===== src/rtl/sra_pkg.sv =====
// Shared constants and types for the scalar rank assigner.
package sra_pkg;

    localparam int MAX_VALUES  = 64;
    localparam int VALUE_WIDTH = 32;
    localparam int ADDR_W      = $clog2(MAX_VALUES);
    localparam int CNT_W       = $clog2(MAX_VALUES + 1);
    localparam int RANK_W      = 7;
    localparam int CFG_IDX_W   = 2;
    localparam int CFG_DATA_W  = 1;

    localparam logic [CFG_IDX_W-1:0] CFG_ASCENDING      = 2'd0;
    localparam logic [CFG_IDX_W-1:0] CFG_COUNT_FROM_ONE = 2'd1;

    typedef enum logic [4:0] {
        S_LOAD  = 5'b00001,
        S_FETCH = 5'b00010,
        S_LATCH = 5'b00100,
        S_SCAN  = 5'b01000,
        S_EMIT  = 5'b10000
    } t_state;

endpackage


===== src/rtl/sra_channels.sv =====
// Valid/ready channel interfaces for the input items and the rank results.
interface sra_in_if
    import sra_pkg::*;
();
    logic                          valid;
    logic                          ready;
    logic signed [VALUE_WIDTH-1:0] sample_value;
    logic                          is_last;

    modport source (output valid, sample_value, is_last, input ready);
    modport sink   (input valid, sample_value, is_last, output ready);
endinterface

interface sra_out_if
    import sra_pkg::*;
();
    logic              valid;
    logic              ready;
    logic [RANK_W-1:0] rank;
    logic              last_rank;

    modport source (output valid, rank, last_rank, input ready);
    modport sink   (input valid, rank, last_rank, output ready);
endinterface


===== src/rtl/sra_ram.sv =====
// Generic single-write, single-read RAM with a registered read port.
module sra_ram #(
    parameter int WIDTH = 32,
    parameter int DEPTH = 64
) (
    input  logic                     i_clk,
    input  logic                     i_we,
    input  logic [$clog2(DEPTH)-1:0] i_waddr,
    input  logic [WIDTH-1:0]         i_wdata,
    input  logic [$clog2(DEPTH)-1:0] i_raddr,
    output logic [WIDTH-1:0]         o_rdata
);
    logic [WIDTH-1:0] r_mem [DEPTH];
    logic [WIDTH-1:0] r_rdata;

    always_ff @(posedge i_clk) begin
        if (i_we) begin
            r_mem[i_waddr] <= i_wdata;
        end
        r_rdata <= r_mem[i_raddr];
    end

    assign o_rdata = r_rdata;
endmodule


===== src/rtl/scalar_rank_assigner_unit.sv =====
// Scalar rank assigner: collects a set of signed values and returns their sorted ranks.
//
// Values arrive one item at a time and are written to a 64-entry value RAM; an item
// carrying is_last closes the set (items beyond 64 are dropped, but their last flag
// still closes the set). While loading, an item is accepted whenever one is offered.
// The block then returns one rank per stored value, in arrival order. Ties are ranked
// by arrival order. Each rank is found by reading its own value and then scanning all
// n stored values through the single RAM read port, one per cycle. No new item is
// taken until the last rank has been handed to the output register. The ascending and
// count_from_one settings are sampled when the last item is accepted.
module scalar_rank_assigner_unit
    import sra_pkg::*;
(
    input  logic                  i_clk,
    input  logic                  i_rst_n,
    input  logic                  i_cfg_we,
    input  logic [CFG_IDX_W-1:0]  i_cfg_idx,
    input  logic [CFG_DATA_W-1:0] i_cfg_data,
    sra_in_if.sink                i_item,
    sra_out_if.source             o_rank
);
    t_state r_state, n_state;

    logic                          r_cfg_asc;
    logic                          r_cfg_cfo;
    logic                          r_asc;
    logic                          r_cfo;
    logic [CNT_W-1:0]              r_count;
    logic [ADDR_W-1:0]             r_last_idx;
    logic [ADDR_W-1:0]             r_i;
    logic [ADDR_W-1:0]             r_j;
    logic [ADDR_W-1:0]             r_pj;
    logic                          r_pend;
    logic                          r_issued;
    logic [CNT_W-1:0]              r_acc;
    logic signed [VALUE_WIDTH-1:0] r_vi;
    logic                          r_out_valid;
    logic [RANK_W-1:0]             r_out_rank;
    logic                          r_out_last;

    logic                          w_accept;
    logic                          w_room;
    logic                          w_we;
    logic [ADDR_W-1:0]             w_raddr;
    logic [VALUE_WIDTH-1:0]        w_rdata;
    logic signed [VALUE_WIDTH-1:0] w_vj;
    logic                          w_before;
    logic                          w_out_free;
    logic                          w_emit;

    assign w_accept   = i_item.valid && i_item.ready;
    assign w_room     = r_count < CNT_W'(MAX_VALUES);
    assign w_we       = w_accept && w_room;
    assign w_raddr    = (r_state == S_FETCH) ? r_i : r_j;
    assign w_vj       = $signed(w_rdata);
    assign w_out_free = !r_out_valid || o_rank.ready;
    assign w_emit     = (r_state == S_EMIT) && w_out_free;

    sra_ram #(
        .WIDTH (VALUE_WIDTH),
        .DEPTH (MAX_VALUES)
    ) u_value_ram (
        .i_clk   (i_clk),
        .i_we    (w_we),
        .i_waddr (r_count[ADDR_W-1:0]),
        .i_wdata (i_item.sample_value),
        .i_raddr (w_raddr),
        .o_rdata (w_rdata)
    );

    // Equal values count as earlier only when they arrived before this one.
    always_comb begin
        if (w_vj == r_vi) begin
            w_before = r_pj < r_i;
        end else if (r_asc) begin
            w_before = w_vj < r_vi;
        end else begin
            w_before = w_vj > r_vi;
        end
    end

    always_comb begin
        n_state = r_state;
        case (r_state)
            S_LOAD: begin
                if (w_accept && i_item.is_last) begin
                    n_state = S_FETCH;
                end
            end
            S_FETCH: n_state = S_LATCH;
            S_LATCH: n_state = S_SCAN;
            S_SCAN: begin
                if (r_issued && r_pend) begin
                    n_state = S_EMIT;
                end
            end
            S_EMIT: begin
                if (w_out_free) begin
                    n_state = (r_i == r_last_idx) ? S_LOAD : S_FETCH;
                end
            end
            default: n_state = S_LOAD;
        endcase
    end

    always_ff @(posedge i_clk) begin
        if (!i_rst_n) begin
            r_state     <= S_LOAD;
            r_cfg_asc   <= 1'b1;
            r_cfg_cfo   <= 1'b0;
            r_count     <= '0;
            r_pend      <= 1'b0;
            r_issued    <= 1'b0;
            r_out_valid <= 1'b0;
        end else begin
            r_state <= n_state;

            if (i_cfg_we) begin
                case (i_cfg_idx)
                    CFG_ASCENDING:      r_cfg_asc <= i_cfg_data[0];
                    CFG_COUNT_FROM_ONE: r_cfg_cfo <= i_cfg_data[0];
                    default: ;
                endcase
            end

            if (w_emit) begin
                r_out_valid <= 1'b1;
            end else if (o_rank.ready) begin
                r_out_valid <= 1'b0;
            end

            case (r_state)
                S_LOAD: begin
                    if (w_accept) begin
                        if (w_room) begin
                            r_count <= r_count + 1'b1;
                        end
                        if (i_item.is_last) begin
                            r_asc      <= r_cfg_asc;
                            r_cfo      <= r_cfg_cfo;
                            r_last_idx <= w_room ? r_count[ADDR_W-1:0]
                                                 : ADDR_W'(MAX_VALUES - 1);
                            r_i        <= '0;
                        end
                    end
                end
                S_FETCH: ;
                S_LATCH: begin
                    r_vi     <= $signed(w_rdata);
                    r_j      <= '0;
                    r_acc    <= '0;
                    r_pend   <= 1'b0;
                    r_issued <= 1'b0;
                end
                S_SCAN: begin
                    // Read of r_j is issued now; its data is compared next cycle.
                    if (!r_issued) begin
                        r_pj   <= r_j;
                        r_pend <= 1'b1;
                        if (r_j == r_last_idx) begin
                            r_issued <= 1'b1;
                        end else begin
                            r_j <= r_j + 1'b1;
                        end
                    end else begin
                        r_pend <= 1'b0;
                    end
                    if (r_pend && w_before) begin
                        r_acc <= r_acc + 1'b1;
                    end
                end
                S_EMIT: begin
                    if (w_out_free) begin
                        r_out_rank  <= RANK_W'(r_acc) + RANK_W'(r_cfo);
                        r_out_last  <= r_i == r_last_idx;
                        if (r_i == r_last_idx) begin
                            r_count <= '0;
                        end else begin
                            r_i <= r_i + 1'b1;
                        end
                    end
                end
                default: ;
            endcase
        end
    end

    assign i_item.ready     = r_state == S_LOAD;
    assign o_rank.valid     = r_out_valid;
    assign o_rank.rank      = r_out_rank;
    assign o_rank.last_rank = r_out_last;

    // The fill count never runs past the store.
    a_count_bound: assert property (@(posedge i_clk) disable iff (!i_rst_n)
        r_count <= CNT_W'(MAX_VALUES))
        else $error("value count exceeds store depth");

    // Closing a set stops intake until its ranks are out.
    a_close_stops_intake: assert property (@(posedge i_clk) disable iff (!i_rst_n)
        (w_accept && i_item.is_last) |=> !i_item.ready)
        else $error("item accepted while ranks are being computed");

    // The count of earlier values can never exceed the index of the last stored value.
    a_rank_bound: assert property (@(posedge i_clk) disable iff (!i_rst_n)
        (r_state == S_EMIT) |-> (r_acc <= CNT_W'(r_last_idx)))
        else $error("rank count out of range");

    // After the final rank of a set is emitted, the block returns to loading.
    a_last_flag: assert property (@(posedge i_clk) disable iff (!i_rst_n)
        (r_state == S_EMIT && w_out_free && r_i == r_last_idx) |=> r_state == S_LOAD)
        else $error("set did not close after its final rank");
endmodule


===== src/flat_wrapper.sv =====
// flat-port wrapper written by rule: the top's interface ports become plain ports
module scalar_rank_assigner_unit_flat import sra_pkg::*;
  (i_clk, i_rst_n, i_cfg_we, i_cfg_idx, i_cfg_data, i_item_valid, i_item_sample_value, i_item_is_last, i_item_ready, o_rank_valid, o_rank_rank, o_rank_last_rank, o_rank_ready);
  sra_in_if i_item_i ();
  sra_out_if o_rank_i ();
  input  logic i_clk;
  input  logic i_rst_n;
  input  logic i_cfg_we;
  input  logic [CFG_IDX_W-1:0] i_cfg_idx;
  input  logic [CFG_DATA_W-1:0] i_cfg_data;
  input wire logic [$bits(i_item_i.valid)-1:0] i_item_valid;
  input wire logic [$bits(i_item_i.sample_value)-1:0] i_item_sample_value;
  input wire logic [$bits(i_item_i.is_last)-1:0] i_item_is_last;
  output wire logic [$bits(i_item_i.ready)-1:0] i_item_ready;
  output wire logic [$bits(o_rank_i.valid)-1:0] o_rank_valid;
  output wire logic [$bits(o_rank_i.rank)-1:0] o_rank_rank;
  output wire logic [$bits(o_rank_i.last_rank)-1:0] o_rank_last_rank;
  input wire logic [$bits(o_rank_i.ready)-1:0] o_rank_ready;
  assign i_item_i.valid = i_item_valid;
  assign i_item_i.sample_value = i_item_sample_value;
  assign i_item_i.is_last = i_item_is_last;
  assign i_item_ready = i_item_i.ready;
  assign o_rank_valid = o_rank_i.valid;
  assign o_rank_rank = o_rank_i.rank;
  assign o_rank_last_rank = o_rank_i.last_rank;
  assign o_rank_i.ready = o_rank_ready;
  scalar_rank_assigner_unit u_core (.i_clk(i_clk), .i_rst_n(i_rst_n), .i_cfg_we(i_cfg_we), .i_cfg_idx(i_cfg_idx), .i_cfg_data(i_cfg_data), .i_item(i_item_i), .o_rank(o_rank_i));
endmodule

===== config.mk =====
export PLATFORM = sky130hd
export DESIGN_NAME = scalar_rank_assigner_unit_flat
export DESIGN_NICKNAME = d
export VERILOG_FILES = /design/src/rtl/sra_pkg.sv /design/src/rtl/sra_channels.sv /design/src/rtl/sra_ram.sv /design/src/rtl/scalar_rank_assigner_unit.sv /design/src/flat_wrapper.sv
export SDC_FILE = /design/constraint.sdc
export NUM_CORES = 2
export LEC_CHECK = 0
export BUFFER_PORTS_ARGS = -buffer_cell sky130_fd_sc_hd__buf_2
export CAP_MARGIN = 5
export CORE_AREA = 2 2 420 339
export DETAILED_ROUTE_END_ITERATION = 8
export DIE_AREA = 0 0 422 341
export GPL_TIMING_DRIVEN = 0
export MAX_ROUTING_LAYER = met4
export PLACE_DENSITY_LB_ADDON = 0.3
export SYNTH_ARGS = -nofsm -noshare
export SYNTH_HDL_FRONTEND = slang
export SYNTH_HIERARCHICAL = 1
export SYNTH_SLANG_ARGS = --single-unit

===== constraint.sdc =====
create_clock -name i_clk -period 13.45 [get_ports i_clk]
set_input_delay 2.69 -clock i_clk [delete_from_list [all_inputs] [get_ports i_clk]]
set_output_delay 2.69 -clock i_clk [all_outputs]
set_load 0.1 [all_outputs]

# ---- Word level (Yosys, flattened, before mapping)
# Memories as Yosys holds them, arrays and structs flattened. A register that Yosys moved wholly into a read port is not among the register bits.
# Index checks and enable logic that the tools add are counted.
dict set report op_classes {
  add_sub_neg 5
  magnitude_cmp 4
  eq_ne 20
  muxes 32
  n_bitwise 1
  reduce_logical 23
}
# cell count
set op_table {}
lappend op_table {{6-bit 2-to-1 mux} 7}
lappend op_table {{7-bit 2-to-1 mux} 5}
lappend op_table {{32-bit == test} 1}
lappend op_table {{32-bit > comparator} 1}
lappend op_table {{32-bit < comparator} 1}
lappend op_table {{7-bit case mux with 2 select lines} 2}
lappend op_table {{5-bit case mux with 5 select lines} 1}
lappend op_table {{6-bit case mux with 2 select lines} 2}
lappend op_table {{2-bit inequality test, second input constant} 8}
lappend op_table {{5-bit 2-to-1 mux} 3}
lappend op_table {{7-bit by 1-bit adder with 7-bit output, second input constant} 2}
lappend op_table {{6-bit by 1-bit adder with 6-bit output, second input constant} 2}
lappend op_table {{6-bit == test} 2}
lappend op_table {{3-bit AND reduction} 4}
lappend op_table {{1-bit 2-to-1 mux} 9}
lappend op_table {{4-bit AND reduction} 2}
lappend op_table {{7-bit by 1-bit adder with 7-bit output} 1}
lappend op_table {{7-bit < comparator, second input constant} 1}
lappend op_table {{1-bit logical AND} 6}
lappend op_table {{6-bit < comparator} 1}
lappend op_table {{2-bit by 1-bit inequality test with 1-bit output, second input constant} 3}
lappend op_table {{2-bit AND reduction} 3}
lappend op_table {{6-bit AND reduction} 1}
lappend op_table {{2-bit nonzero test} 3}
lappend op_table {{other kinds (13)} 14}
dict set report totals {
  regBits 90
  mem_bits_rw 2048
  inputBits 41
  wordCells 103
  mem_count 1
}
# name depth width read_ports rd_ports_with_merged_regs wr line_no
set mem_list {}
lappend mem_list {u_core.u_value_ram.r_mem 64 32 1 1 1 sra_ram.sv:13} ;# logic [WIDTH-1:0] r_mem [DEPTH];

# ---- Depth between registers and ports, before layout
dict set report logic_depth {
  word_depth 6
  ltp_mapped 15
  depth_no_buf 9
}

# ---- Cells and area by module
# The synthesis kept the hierarchy.
# mod n_inst cells_each area_each_um2 seq_area_each_um2
set modules_own_cells {}
lappend modules_own_cells {sra_ram 1 3324 78515.3 62139.6}
lappend modules_own_cells {scalar_rank_assigner_unit 1 419 4707.0 2532.4}

# ---- Worst setup path after synthesis
# No wires, ideal clock.
dict set report synth_timing {
  kind {input-to-reg}
  startpoint {in i_item_valid}
  endpoint {mem u_core.u_value_ram.r_mem[48][0] (enable)}
  setup_ns 0.461
  arrival_time_ns 5.664
  required_time_ns 12.989
  slack_ns 7.325
  cell_stages 5
  n_path_buf 0
  path_cell_list {nand4_2 -> nor2_1 -> nor2b_1 -> nand4b_1 -> nor3_1}
}
dict set report synth_between {
  elab_chain_cells 4
}
# element line_no
set synth_rtl {}
lappend synth_rtl {{start, declared} flat_wrapper.sv:11} ;# input wire logic [$bits(i_item_i.valid)-1:0] i_item_valid;
lappend synth_rtl {{1-bit logical AND} scalar_rank_assigner_unit.sv:51} ;# assign w_accept = i_item.valid && i_item.ready;
lappend synth_rtl {{1-bit logical AND} scalar_rank_assigner_unit.sv:53} ;# assign w_we = w_accept && w_room;
lappend synth_rtl {{via u_core.w_we} scalar_rank_assigner_unit.sv:43} ;# logic w_we;
lappend synth_rtl {{1-bit 2-to-1 mux} sra_ram.sv:17} ;# if (i_we) begin
lappend synth_rtl {{1-bit 2-to-1 mux (implied by the code)} sra_ram.sv:18} ;# r_mem[i_waddr] <= i_wdata;
lappend synth_rtl {{end, declared} sra_ram.sv:13}
# The timed path passes the listed nets, and every way through them passes these cells.

# ---- Worst setup path after layout
dict set report layout_timing {
  startpoint {reg u_core.r_state[0]}
  endpoint {reg u_core.u_value_ram.r_rdata[9], in the netlist u_core/u_value_ram/o_rdata[9], read port of u_core.u_value_ram.r_mem}
}
dict set report layout_between {
  elab_chain_cells 2
}
# element line_no
set layout_rtl {}
lappend layout_rtl {{start, declared} scalar_rank_assigner_unit.sv:22} ;# t_state r_state, n_state;
lappend layout_rtl {{start signal, assigned} scalar_rank_assigner_unit.sv:116} ;# r_state <= n_state;
lappend layout_rtl {{5-bit by 2-bit == test with 1-bit output} scalar_rank_assigner_unit.sv:54} ;# assign w_raddr = (r_state == S_FETCH) ? r_i : r_j;
lappend layout_rtl {{6-bit 2-to-1 mux} scalar_rank_assigner_unit.sv:54}
lappend layout_rtl {{via u_core.w_raddr[1]} scalar_rank_assigner_unit.sv:44} ;# logic [ADDR_W-1:0] w_raddr;
lappend layout_rtl {{end, declared} sra_ram.sv:14} ;# logic [WIDTH-1:0] r_rdata;
# The timed path passes the listed nets, and every way through them passes these cells.
# A chain may end at the register's enable or synchronous reset.

==> results_dict.tcl <==
set metrics [dict create \
    pwr_density_cell_nw_per_um2 140 \
    num-fill-cells 8343 \
    cp_data_required_time_ns 14.15 \
    initial_core_util 0.596 \
    postRouteWirelength_mm 254 \
    drt_iter0_drc 8588 \
    cts_inserted_buffers 191 \
    post_route_non_filler_standard_cell_count 6136 \
    cts_setup_buffers 0 \
    drt_pre_antenna_iters 6 \
    transition_time_at_the_pin_with_the_least_slew_margin_ns 1.54 \
    yosysTopAreaCellShare 0.765 \
    drcViolationCount 0 \
    syn_inst_count 3743 \
    gp_congestion 0.989 \
    layout-area-overhead-vs-synth_pct 13.8 \
    insertion_delay_ns 0.83 \
    grt_start_max_net_pins 65 \
    critPathArrivalTime_ns 6.32 \
    synthesis.area_per_instance_um2 22.2 \
    ctsHoldBuffers 0 \
    dpl.hpwl_mm 160 \
    timing.final.crit_share 0.418 \
    setup_viol 0 \
    dp_cells 5761 \
    synth_cell_types 62 \
    viasPerCell 7.37 \
    cts_sinks 2170 \
    port_buffers 50 \
    violations "capacitance limit, slew limit" \
    syn_nets 3827 \
    min-delay-path-class "reg -> reg" \
    path_common_cell "sky130_fd_sc_hd__buf_2" \
    fmax_mhz 178 \
    worst_slew_margin_rel -0.0283 \
    grt_overflow 0 \
    synth_enable_flop_cells 2121 \
    nets 4177 \
    async_reset_ff_frac 0 \
    status "complete, but fails checks" \
    synth_top_flop_cell "sky130_fd_sc_hd__edfxtp_1" \
    max_capacitance_violation_total 1 \
    avgRoutedWirePerCell_um 41.4 \
    cp_slowest_stage_delay_ns 1.01 \
    antenna_found_initial 13 \
    synth_seq_area_share 0.777 \
    drive_gt1_frac 0.269 \
    vdd_ir_drop_max_mv 0.150 \
    post-route-min-period_ns 5.62 \
    floorplan.rows 123 \
    yosysWarningCount 6 \
    worst-path-max-fanout 11 \
    cts_root_buf "sky130_fd_sc_hd__clkbuf_16" \
    antenna_left 0 \
    core_region_area_um2 140000 \
    grt_pass1_wl_mm 344 \
    die-height_um 341 \
    num_vias 45200 \
    cts_tree "yes" \
    most-common-layout-cells "sky130_fd_sc_hd__edfxtp_1 (2,121), sky130_fd_sc_hd__mux4_2 (544), sky130_fd_sc_hd__clkbuf_16 (201)" \
    crit_path_cell_trace "nor2_1 > nand3_1 > clkbuf_1 > o21ai_0 > buf_2 > buf_2 > buf_2 > buf_1 > nand3b_1 > o221ai_1 > a21oi_1 > a21oi_1 > nor2_1" \
    top_cells_by_area_in_the_synthesized_netlist "sky130_fd_sc_hd__edfxtp_1 (77%), sky130_fd_sc_hd__mux4_2 (15%), sky130_fd_sc_hd__dfxtp_1 (1.2%)" \
    fin_hold_ws_ns 0.435 \
    criticalPathCategory "reg -> reg" \
    cpMaxStageDelayCell "sky130_fd_sc_hd__buf_1" \
    finalHoldViolCount 0 \
    clock_skew_ns 0.0359 \
    first_global_vias 42500 \
    clk_transition_reported_paths_ns 0.07 \
    grt_use_total 0.366 \
    commonest_non_fill_non_tap_cell_in_the_layout "sky130_fd_sc_hd__edfxtp_1" \
    timing.critical_path.to_type "register" \
    design.portCount 51 \
    die_width_um 422 \
    floorplan.die_area_um2 144000 \
    netlist.top_cell.by_area "sky130_fd_sc_hd__edfxtp_1" \
    fin_tns_setup_ns 0 \
    finalInstanceArea_um2 94700 \
    synth-seq-cells 2170 \
    max_slew_vio_count 11 \
    syn-cell-area_um2 83200 \
    post_cts.resized_instances 0 \
    ctsLongestPathBuffers 3 \
    grt_setup_unrepaired "false" \
    cts_max_level 4 \
    crit_path_start_kind "register" \
    dpl-instance-area_um2 88200 \
    leak_pwr_nw 29.8 \
]
[critical path, delay by kind of cell, from the launching register on]
kind / cells / cell delay [ns]
buffers and inverters: 5 / 2.68
DFF: 1 / 0.36
and+or+nand+nor: 4 / 1.33
AOI/OAI and AO/OA: 4 / 1.09
[routing by layer]
layer,wire length (µm),vias to the layer above,GRT usage
met4,14400,0,0.172
li1,-,16500,-
met5,0,-,-
met1,86300,23400,0.493
met3,44300,774,0.136
met2,109000,4550,0.499
[final cells by class]
type                       count  area, µm²  share of cell area
antenna                       14       35.0            0.000370
timing repair buffer         157       2470              0.0261
clock inverter               104        911             0.00962
buffer                       190        917             0.00969
clock buffer                 243       5220              0.0551
tap                         1875       2350              0.0248
multi-input combinational   1340      18000               0.190
sequential                  2170      64700               0.683
inverter                      43        163             0.00172
[registers in the layout, indices dropped and copies added, names as in the netlist, 5 cells and up]
name and cells:
u_core/r_count 7, u_core/r_vi 32, u_core/r_acc 7, u_core/u_value_ram/r_mem 2048
u_core/r_i 6, u_core/r_j 6, u_core/r_pj 6, u_core/r_state 5
u_core/u_value_ram/o_rdata 32, u_core/r_last_idx 6, u_core/o_rank.rank 7
[cell families (layout without fill, tap and decap cells)]
kind of cell | after synthesis | count (layout) | synth area share
mux | 641 | 641 | 0.159
fa+ha+maj | 43 | 43 | 0.00646
xor+xnor | 35 | 35 | 0.00368
simple gates | 356 | 356 | 0.0201
compound gates | 265 | 265 | 0.0208
other cells | 0 | 14 | 0
flops | 2170 | 2170 | 0.777
buf+inv | 233 | 737 | 0.0130
[where the power goes]
part / switching [mW] / internal [mW]
clock: 2.42 / 3.02
combinational: 0.290 / 0.107
sequential: 0.0146 / 7.45
[cell usage after synthesis (8+ instances only)]
master	count
sky130_fd_sc_hd__edfxtp_1	2121
sky130_fd_sc_hd__nand2_1	48
sky130_fd_sc_hd__mux2i_1	96
sky130_fd_sc_hd__xnor2_1	18
sky130_fd_sc_hd__buf_2	58
sky130_fd_sc_hd__a22oi_1	13
sky130_fd_sc_hd__mux4_2	544
sky130_fd_sc_hd__inv_1	42
sky130_fd_sc_hd__o22ai_1	85
sky130_fd_sc_hd__nor3_1	12
sky130_fd_sc_hd__nor2_1	178
sky130_fd_sc_hd__nand4_1	9
sky130_fd_sc_hd__nand2b_1	9
sky130_fd_sc_hd__buf_1	21
sky130_fd_sc_hd__o221ai_1	27
sky130_fd_sc_hd__o21ai_0	12
sky130_fd_sc_hd__and3_1	10
sky130_fd_sc_hd__ha_1	43
sky130_fd_sc_hd__nor2b_1	19
sky130_fd_sc_hd__dfxtp_1	49
sky130_fd_sc_hd__nand3_1	25
sky130_fd_sc_hd__buf_4	25
sky130_fd_sc_hd__a21oi_1	82
sky130_fd_sc_hd__clkbuf_1	81
sky130_fd_sc_hd__xor2_1	17
sky130_fd_sc_hd__a311oi_1	8
[stage by stage]
step            util  power (mW)  setup WS, ns
4_1_cts        0.675        13.3          8.18
6_report       0.678        13.3          7.83
3_5_place_dp   0.631        7.98          7.35
5_1_grt        0.678        13.6          7.84
2_1_floorplan      -        7.75          7.32
3_3_place_gp   0.614        7.96          3.12
[final timing paths]
| check | cells past startpoint | slack [ns] | start | endpoint |
|---|---|---|---|---|
| worst min register to register | 0 | 0.43 | u_core/u_value_ram/o_rdata[21] | u_core/r_vi[21] |
| worst min-delay path | 0 | 0.43 | u_core/u_value_ram/o_rdata[21] | u_core/r_vi[21] |
| worst max-delay path | 13 | 7.83 | u_core/r_state[0] | u_core/u_value_ram/o_rdata[9] |
| worst max register to register | 13 | 7.83 | u_core/r_state[0] | u_core/u_value_ram/o_rdata[9] |
No activity file was read; power rests on OpenSTA's default activity.
